==> src/hdl/sm3_hash_engine_defines.svh <==
// sm3_hash_engine_defines.svh: assertion macros shared by the SM3 engine RTL.
// Depends on nothing; included by the modules that carry assertions.
`ifndef SM3_HASH_ENGINE_DEFINES_SVH
`define SM3_HASH_ENGINE_DEFINES_SVH

// Implication checked on every rising clock edge outside reset.
`define SM3_ASSERT_IMP(label, clk, rst_n, ante, cons, msg) \
	label: assert property (@(posedge clk) disable iff (!rst_n) (ante) |-> (cons)) \
		else $error(msg);

// Next-cycle implication checked outside reset.
`define SM3_ASSERT_NEXT(label, clk, rst_n, ante, cons, msg) \
	label: assert property (@(posedge clk) disable iff (!rst_n) (ante) |=> (cons)) \
		else $error(msg);

`endif

==> src/hdl/sm3_pkg.sv <==
// sm3_pkg: types, constants and round functions for the SM3 engine.
// Depends on nothing.
`default_nettype none
package sm3_pkg;

	localparam int unsigned WordW = 32;
	localparam int unsigned BlockWords = 16;
	localparam int unsigned Rounds = 64;
	localparam int unsigned DigestWords = 8;

	localparam logic [31:0] TLow = 32'h79cc4519;
	localparam logic [31:0] THigh = 32'h7a879d8a;
	localparam logic [7:0] PadByte = 8'h80;

	typedef struct packed {
		logic [31:0] message_word;
		logic [2:0] byte_count;
		logic last_word;
	} in_beat_t;

	typedef struct packed {
		logic [31:0] digest_word;
		logic digest_last;
	} out_beat_t;

	typedef logic [7:0][31:0] state_t;

	localparam state_t Iv = {32'h7380166f, 32'h4914b2b9, 32'h172442d7, 32'hda8a0600,
		32'ha96f30bc, 32'h163138aa, 32'he38dee4d, 32'hb0fb0e4e};

	function automatic logic [31:0] rotl(input logic [31:0] x, input logic [4:0] n);
		logic [63:0] d;
		d = {x, x} << n;
		return d[63:32];
	endfunction

	function automatic logic [31:0] p0(input logic [31:0] x);
		return x ^ rotl(x, 5'd9) ^ rotl(x, 5'd17);
	endfunction

	function automatic logic [31:0] p1(input logic [31:0] x);
		return x ^ rotl(x, 5'd15) ^ rotl(x, 5'd23);
	endfunction

	// Status between the word sequencer and the round unit.
	typedef struct packed {
		logic start;
		logic busy;
		logic done;
	} cmp_ctl_t;

endpackage
`default_nettype wire

==> src/hdl/sm3_hash_engine.sv <==
// SM3 hash engine with padding. Each message word beat is accepted, then stored,
// and the sixteenth word of a block also starts 64 compression rounds on the
// round unit (one round per cycle) and holds ready low until they finish.
// A last word adds padding words, each prepared and then stored, up to two
// compressions, then eight digest beats, one per cycle while out_ready is high.
// Depends on sm3_pkg, sm3_round and sm3_hash_engine_defines.svh.
`default_nettype none
`include "sm3_hash_engine_defines.svh"
module sm3_hash_engine (
	input wire logic clk,
	input wire logic arst_n,
	input wire logic in_valid,
	output logic in_ready,
	input wire sm3_pkg::in_beat_t in_data,
	output logic out_valid,
	input wire logic out_ready,
	output sm3_pkg::out_beat_t out_data
);

	typedef enum logic [2:0] {S_IDLE, S_PUSH, S_COMP, S_PAD, S_OUT} st_t;

	st_t st_q;
	logic [15:0][31:0] blk_q;
	logic [3:0] pos_q;
	logic [63:0] len_q;
	sm3_pkg::state_t cv_q;
	logic fin_q;
	logic [1:0] padph_q;
	logic [2:0] oidx_q;
	logic [31:0] pend_q;
	logic mark_q;
	logic [31:0] pad_w;

	logic r_busy, r_done;
	sm3_pkg::state_t r_out;
	logic r_start;

	sm3_round u_round (
		.clk(clk), .arst_n(arst_n), .start(r_start), .block(blk_q), .chain_in(cv_q),
		.busy(r_busy), .done(r_done), .chain_out(r_out)
	);

	logic [2:0] cnt;
	logic [31:0] mask, padbits;
	always_comb begin
		cnt = (in_data.byte_count > 3'd4) ? 3'd4 : in_data.byte_count;
		unique case (cnt)
			3'd0: begin mask = 32'h0; padbits = 32'h80000000; end
			3'd1: begin mask = 32'hff000000; padbits = 32'h00800000; end
			3'd2: begin mask = 32'hffff0000; padbits = 32'h00008000; end
			3'd3: begin mask = 32'hffffff00; padbits = 32'h00000080; end
			default: begin mask = 32'hffffffff; padbits = 32'h0; end
		endcase
		if (padph_q == 2'd1) pad_w = len_q[31:0];
		else if (pos_q == 4'd14) pad_w = len_q[63:32];
		else pad_w = 32'h0;
	end

	assign r_start = (st_q == S_COMP) && !r_busy && !r_done;
	assign in_ready = (st_q == S_IDLE);
	assign out_valid = (st_q == S_OUT);
	assign out_data.digest_word = cv_q[3'd7 - oidx_q];
	assign out_data.digest_last = (oidx_q == 3'd7);

	// pend holds a word awaiting push; fin marks padding in progress.
	always_ff @(posedge clk or negedge arst_n) begin
		if (!arst_n) begin
			st_q <= S_IDLE;
			pos_q <= '0;
			len_q <= '0;
			cv_q <= sm3_pkg::Iv;
			fin_q <= 1'b0;
			padph_q <= '0;
			oidx_q <= '0;
			pend_q <= '0;
		end else begin
			unique case (st_q)
				S_IDLE: begin
					if (in_valid) begin
						if (!in_data.last_word && cnt == 3'd0) begin
							st_q <= S_IDLE;
						end else if (!in_data.last_word && cnt == 3'd4) begin
							pend_q <= in_data.message_word;
							len_q <= len_q + 64'd32;
							st_q <= S_PUSH;
						end else begin
							len_q <= len_q + {58'd0, cnt, 3'd0};
							fin_q <= 1'b1;
							padph_q <= 2'd0;
							st_q <= S_PUSH;
							pend_q <= (in_data.message_word & mask) | padbits;
						end
					end
				end
				S_PUSH: begin
					pos_q <= pos_q + 4'd1;
					if (pos_q == 4'd15) st_q <= S_COMP;
					else if (fin_q) st_q <= S_PAD;
					else st_q <= S_IDLE;
				end
				S_PAD: begin
					st_q <= S_PUSH;
					if (mark_q) begin
						pend_q <= {sm3_pkg::PadByte, 24'h0};
					end else begin
						pend_q <= pad_w;
						if (padph_q == 2'd1) padph_q <= 2'd2;
						else if (pos_q == 4'd14) padph_q <= 2'd1;
					end
				end
				S_COMP: begin
					if (r_done) begin
						cv_q <= r_out;
						if (fin_q && padph_q == 2'd2) begin
							st_q <= S_OUT;
							oidx_q <= '0;
						end else if (fin_q) st_q <= S_PAD;
						else st_q <= S_IDLE;
					end
				end
				S_OUT: begin
					if (out_ready) begin
						oidx_q <= oidx_q + 3'd1;
						if (oidx_q == 3'd7) begin
							st_q <= S_IDLE;
							cv_q <= sm3_pkg::Iv;
							pos_q <= '0;
							len_q <= '0;
							fin_q <= 1'b0;
							padph_q <= '0;
						end
					end
				end
				default: st_q <= S_IDLE;
			endcase
		end
	end

	// A full last word needs the 0x80 marker word pushed after it.
	always_ff @(posedge clk or negedge arst_n) begin
		if (!arst_n) mark_q <= 1'b0;
		else if (st_q == S_IDLE && in_valid && cnt == 3'd4 && in_data.last_word) mark_q <= 1'b1;
		else if (st_q == S_PAD) mark_q <= 1'b0;
	end

	always_ff @(posedge clk) begin
		if (st_q == S_PUSH) blk_q[pos_q] <= pend_q;
	end

	`SM3_ASSERT_IMP(a_out_only, clk, arst_n, out_valid, !in_ready, "output while accepting")
	`SM3_ASSERT_IMP(a_comp_pos, clk, arst_n, st_q == S_COMP, pos_q == 4'd0, "compress mid-block")
	`SM3_ASSERT_NEXT(a_last_ret, clk, arst_n, out_valid && out_ready && out_data.digest_last, in_ready, "no re-arm")

endmodule
`default_nettype wire

==> src/hdl/sm3_round.sv <==
// sm3_round: iterative SM3 compression, one round per cycle with a 16-word
// rolling message schedule. Depends on sm3_pkg and the assertion macros.
`default_nettype none
`include "sm3_hash_engine_defines.svh"
module sm3_round (
	input wire logic clk,
	input wire logic arst_n,
	input wire logic start,
	input wire logic [15:0][31:0] block,
	input wire sm3_pkg::state_t chain_in,
	output logic busy,
	output logic done,
	output sm3_pkg::state_t chain_out
);

	logic [15:0][31:0] w_q;
	sm3_pkg::state_t v_q;
	logic [5:0] rnd_q;
	logic busy_q;
	logic done_q;

	logic [31:0] a, b, c, d, e, f, g, h;
	logic [31:0] t, a12, ss1, ss2, ff, gg, tt1, tt2, wnew, wj, wpj;
	logic low;

	always_comb begin
		{a, b, c, d, e, f, g, h} = v_q;
		low = (rnd_q[5:4] == 2'd0);
		t = low ? sm3_pkg::TLow : sm3_pkg::THigh;
		wj = w_q[0];
		wpj = w_q[0] ^ w_q[4];
		a12 = sm3_pkg::rotl(a, 5'd12);
		ss1 = sm3_pkg::rotl(a12 + e + sm3_pkg::rotl(t, rnd_q[4:0]), 5'd7);
		ss2 = ss1 ^ a12;
		ff = low ? (a ^ b ^ c) : ((a & b) | (a & c) | (b & c));
		gg = low ? (e ^ f ^ g) : ((e & f) | (~e & g));
		tt1 = ff + d + ss2 + wpj;
		tt2 = gg + h + ss1 + wj;
		wnew = sm3_pkg::p1(w_q[0] ^ w_q[7] ^ sm3_pkg::rotl(w_q[13], 5'd15))
			^ sm3_pkg::rotl(w_q[3], 5'd7) ^ w_q[10];
	end

	always_ff @(posedge clk or negedge arst_n) begin
		if (!arst_n) begin
			busy_q <= 1'b0;
			done_q <= 1'b0;
			rnd_q <= '0;
		end else begin
			done_q <= 1'b0;
			if (start && !busy_q) begin
				busy_q <= 1'b1;
				rnd_q <= '0;
			end else if (busy_q) begin
				rnd_q <= rnd_q + 6'd1;
				if (rnd_q == 6'd63) begin
					busy_q <= 1'b0;
					done_q <= 1'b1;
				end
			end
		end
	end

	always_ff @(posedge clk) begin
		if (start && !busy_q) begin
			w_q <= block;
			v_q <= chain_in;
		end else if (busy_q) begin
			w_q <= {wnew, w_q[15:1]};
			v_q <= {tt1, a, sm3_pkg::rotl(b, 5'd9), c, sm3_pkg::p0(tt2), e,
				sm3_pkg::rotl(f, 5'd19), g};
		end
	end

	assign busy = busy_q;
	assign done = done_q;
	assign chain_out = v_q ^ chain_in;

	`SM3_ASSERT_NEXT(a_done_ends, clk, arst_n, busy_q && rnd_q == 6'd63, done_q && !busy_q, "round overrun")
	`SM3_ASSERT_IMP(a_done_idle, clk, arst_n, done_q, !busy_q, "done while busy")
	`SM3_ASSERT_IMP(a_idle_rnd, clk, arst_n, !busy_q, rnd_q == 6'd0, "round count not parked")

endmodule
`default_nettype wire

==> config.mk <==
export PLATFORM = sky130hd
export DESIGN_NAME = sm3_hash_engine
export DESIGN_NICKNAME = d
export VERILOG_FILES = /design/src/hdl/sm3_pkg.sv /design/src/hdl/sm3_hash_engine.sv /design/src/hdl/sm3_round.sv
export VERILOG_INCLUDE_DIRS = /design/src /design/src/hdl
export SDC_FILE = /design/constraint.sdc
export NUM_CORES = 2
export LEC_CHECK = 0
export ABC_AREA = 1
export BUFFER_PORTS_ARGS = -buffer_cell sky130_fd_sc_hd__buf_2
export CORE_ASPECT_RATIO = 0.8
export CORE_MARGIN = 2
export CORE_UTILIZATION = 35
export DETAILED_ROUTE_END_ITERATION = 12
export PLACE_DENSITY = 0.48
export SYNTH_ARGS = -nofsm -noshare
export SYNTH_HDL_FRONTEND = slang
export SYNTH_SLANG_ARGS = --single-unit
==> constraint.sdc <==
create_clock -name clk -period 19.6 [get_ports clk]
set_input_delay 2.94 -clock clk [delete_from_list [all_inputs] [get_ports clk]]
set_output_delay 2.94 -clock clk [all_outputs]
set_load 0.01 [all_outputs]
==> impl_metrics.ini <==
[grt]
globalRouteTotalUtil_pct = 26.7
grt_max_degree = 160
antenna_found_initial = 19
overflow = 0
grt_pass1_wl_mm = 463
first_global_vias = 59800

[cells_and_area]
final_common_cell = nand2_1
drive_above_1_share_pct = 7.34
nets = 9102
area_delta_synth_final_pct = 11.6
mostFrequentLayoutCells = nand2_1, edfxtp_1, inv_1, o21ai_0, nor2_1

[yosys]
synth_edf_count = 1280
avgSynthCellArea_um2 = 9.60
synth_cells = 8750
seq_area_frac_synth_pct = 57.0
ys_ff_latch = 1651
syn_area_um2 = 84000
synth_fp_nets = 9087
synth_top_area_share_pct = 45.7
async_flop_share_pct = 22.5
ys_top_cells_by_area = edfxtp_1, nand2_1, dfrtp_1, fa_1, o21ai_0
synth_flop_cell = edfxtp_1
yosysWarnings = 0
synth_top_area_cell = edfxtp_1
synth.distinct_cells = 61

[die]
initial_utilization_pct = 35.3
fp.dieArea_um2 = 244000
fp-row-count = 160
num_io_pins = 75
core_um2 = 238000
dieHeight_um = 442
dieWidth_um = 552

[placement]
dp_hpwl_mm = 238
preCtsSetupSlack_ps = 9400
gp_congestion = 0.963
port_buffers = 74

[setup_path]
crit_required_ps = 20170
crit_buf_inv = 5
critical_path_arrival_ps = 10990
crit_family = simple AND/OR/NAND/NOR gates
crit_slowest_cell = xor2_1
start_kind = flop
worstSetupPathType = flop to flop
crit_fanout = 34
endpoint_kind = flop
crit_path_frequent_cell = nand2_1
worst_path_largest_cell_delay_ps = 1030

[detailed_routing]
routed_wl_mm = 330
drt-met1-wl_mm = 159
routed.top_layer = met5
viasPerCell = 5.26
detail_route.wl_per_cell_um = 27.3
vias = 63500
first_iter_violations = 7086
drcViolationCount = 0
final_antenna_net_count = 0
wl_met3_mm = 23.2
drtPass1Iterations = 9
wl_met2_mm = 140

[timing]
fmax_ghz = 0.0960
fin_crit_sh_pct = 53.1
rsz0062_at_grt = no
clock_skew_ps = 69.4
setup_viol = 0
slew_headroom_pct = 6.41
worst_pin_slew_ps = 1400
drv_slew = 0
finalSetupTns_ps = 0
fin_crit_ps = 10420
worst_slack_ps = 9180
hold_viol = 0

[clock_tree]
h-tree-depth = 4
cts_tree = yes
clk_path_buf_depth = 4
ctsHoldBuffers = 0
clock_insertion_delay_worst_skew_ps = 870
post-cts-setup-buffer-count = 0
cts-root-buf = clkbuf_16
clk_pin_slew_ps = 60
clock-sinks = 1651
postCtsResizedCells = 0
cts_made_buffers = 186

[worst_hold_path]
hp-class = flop to flop

[job]
max-cap-violations = 0

[outcome]
status = finished, final reports clean
## per-stage QoR
step	instance area (um^2)	hold WS, ps	utilization [%]	std cells
2_1_floorplan	84000	450	-	8750
3_3_place_gp	87800	469	36.9	11700
3_5_place_dp	87800	474	36.9	11700
4_1_cts	93800	484	39.4	12100
5_1_grt	93800	507	39.4	12100
6_report	93800	484	39.4	12100
## Yosys cell counts, drive strengths merged (3+ instances only)
cell        n
edfxtp   1280
xor2      260
o21ai     900
nor4        8
o22ai      28
o21a       21
o21bai     17
fa        189
nor3       58
inv       784
dfstp     119
xnor3       3
a21oi     497
a21boi      4
nand3b      8
a31oi      39
clkbuf    138
o2111ai     3
nor3b       4
ha        108
nand4      58
o211ai     25
nor2      541
buf       211
nand2    2716
mux2i      28
xnor2      89
a21o        9
or2        28
dfrtp     252
o221ai      9
a32oi       7
nand3     295
## logic make-up after synthesis
kind of cell,count (synthesis),synth area share (%)
and+or+nand+nor,3719,17.6
DFF,1651,57.0
AOI/OAI and AO/OA,1569,9.83
buffers and inverters,1134,5.39
xor gates and xnor gates,352,3.72
adders and majority gates,297,6.11
muxes,28,0.334
## worst register-to-register path, delay by kind of cell, from the launching register on
family                   cells  cell delay, ps
XOR/XNOR                     1            1030
buffers and inverters        5             840
AO/OA/AOI/OAI                6            1560
flip-flops                   1             380
AND/OR/NAND/NOR             19            3800
adder cells (fa/ha/maj)      6            2580
## metal layers
metal	vias up	track usage, %
met1	31700	41.6
met3	345	3.81
met5	-	0
li1	29200	-
met4	4	5.94
met2	2332	38.7
## path summary, 6_finish.rpt
check / start / to / slack [ps] / depth (start not counted)
hold reg to reg: u_round.w_q[312]$_DFFE_PP_ / u_round.w_q[280]$_DFFE_PP_ / 480 / 2
hold / removal: u_round.w_q[312]$_DFFE_PP_ / u_round.w_q[280]$_DFFE_PP_ / 480 / 2
setup / recovery: u_round.rnd_q[4]$_DFFE_PN0P_ / u_round.e[7]$_DFFE_PP_ / 9180 / 37
min in group asynchronous: arst_n / cv_q[165]$_DFFE_PN0P_ / 2030 / 1
setup reg to reg: u_round.rnd_q[4]$_DFFE_PN0P_ / u_round.e[7]$_DFFE_PP_ / 9180 / 37
max in group asynchronous: arst_n / len_q[4]$_DFFE_PN0P_ / 14560 / 4
## area by class of cell
type	count	area [um^2]
Antenna cell	2	5.00
Clock buffer	239	4990
Clock inverter	92	931
Fill cell	23700	144000
Inverter	785	2970
Multi-Input combinational cell	5965	31800
Sequential cell	1651	47900
Tap cell	3159	3950
Timing Repair Buffer	176	1230
## flip-flops by register name, indices dropped and copies added, names as in the netlist, 61 cells and up
signal and flops:
blk_q 512, u_round.w_q 480, cv_q 256, len_q 61
Power is not shown: default switching activity piles up to over one toggle a cycle in this logic, so the estimate is an artifact.
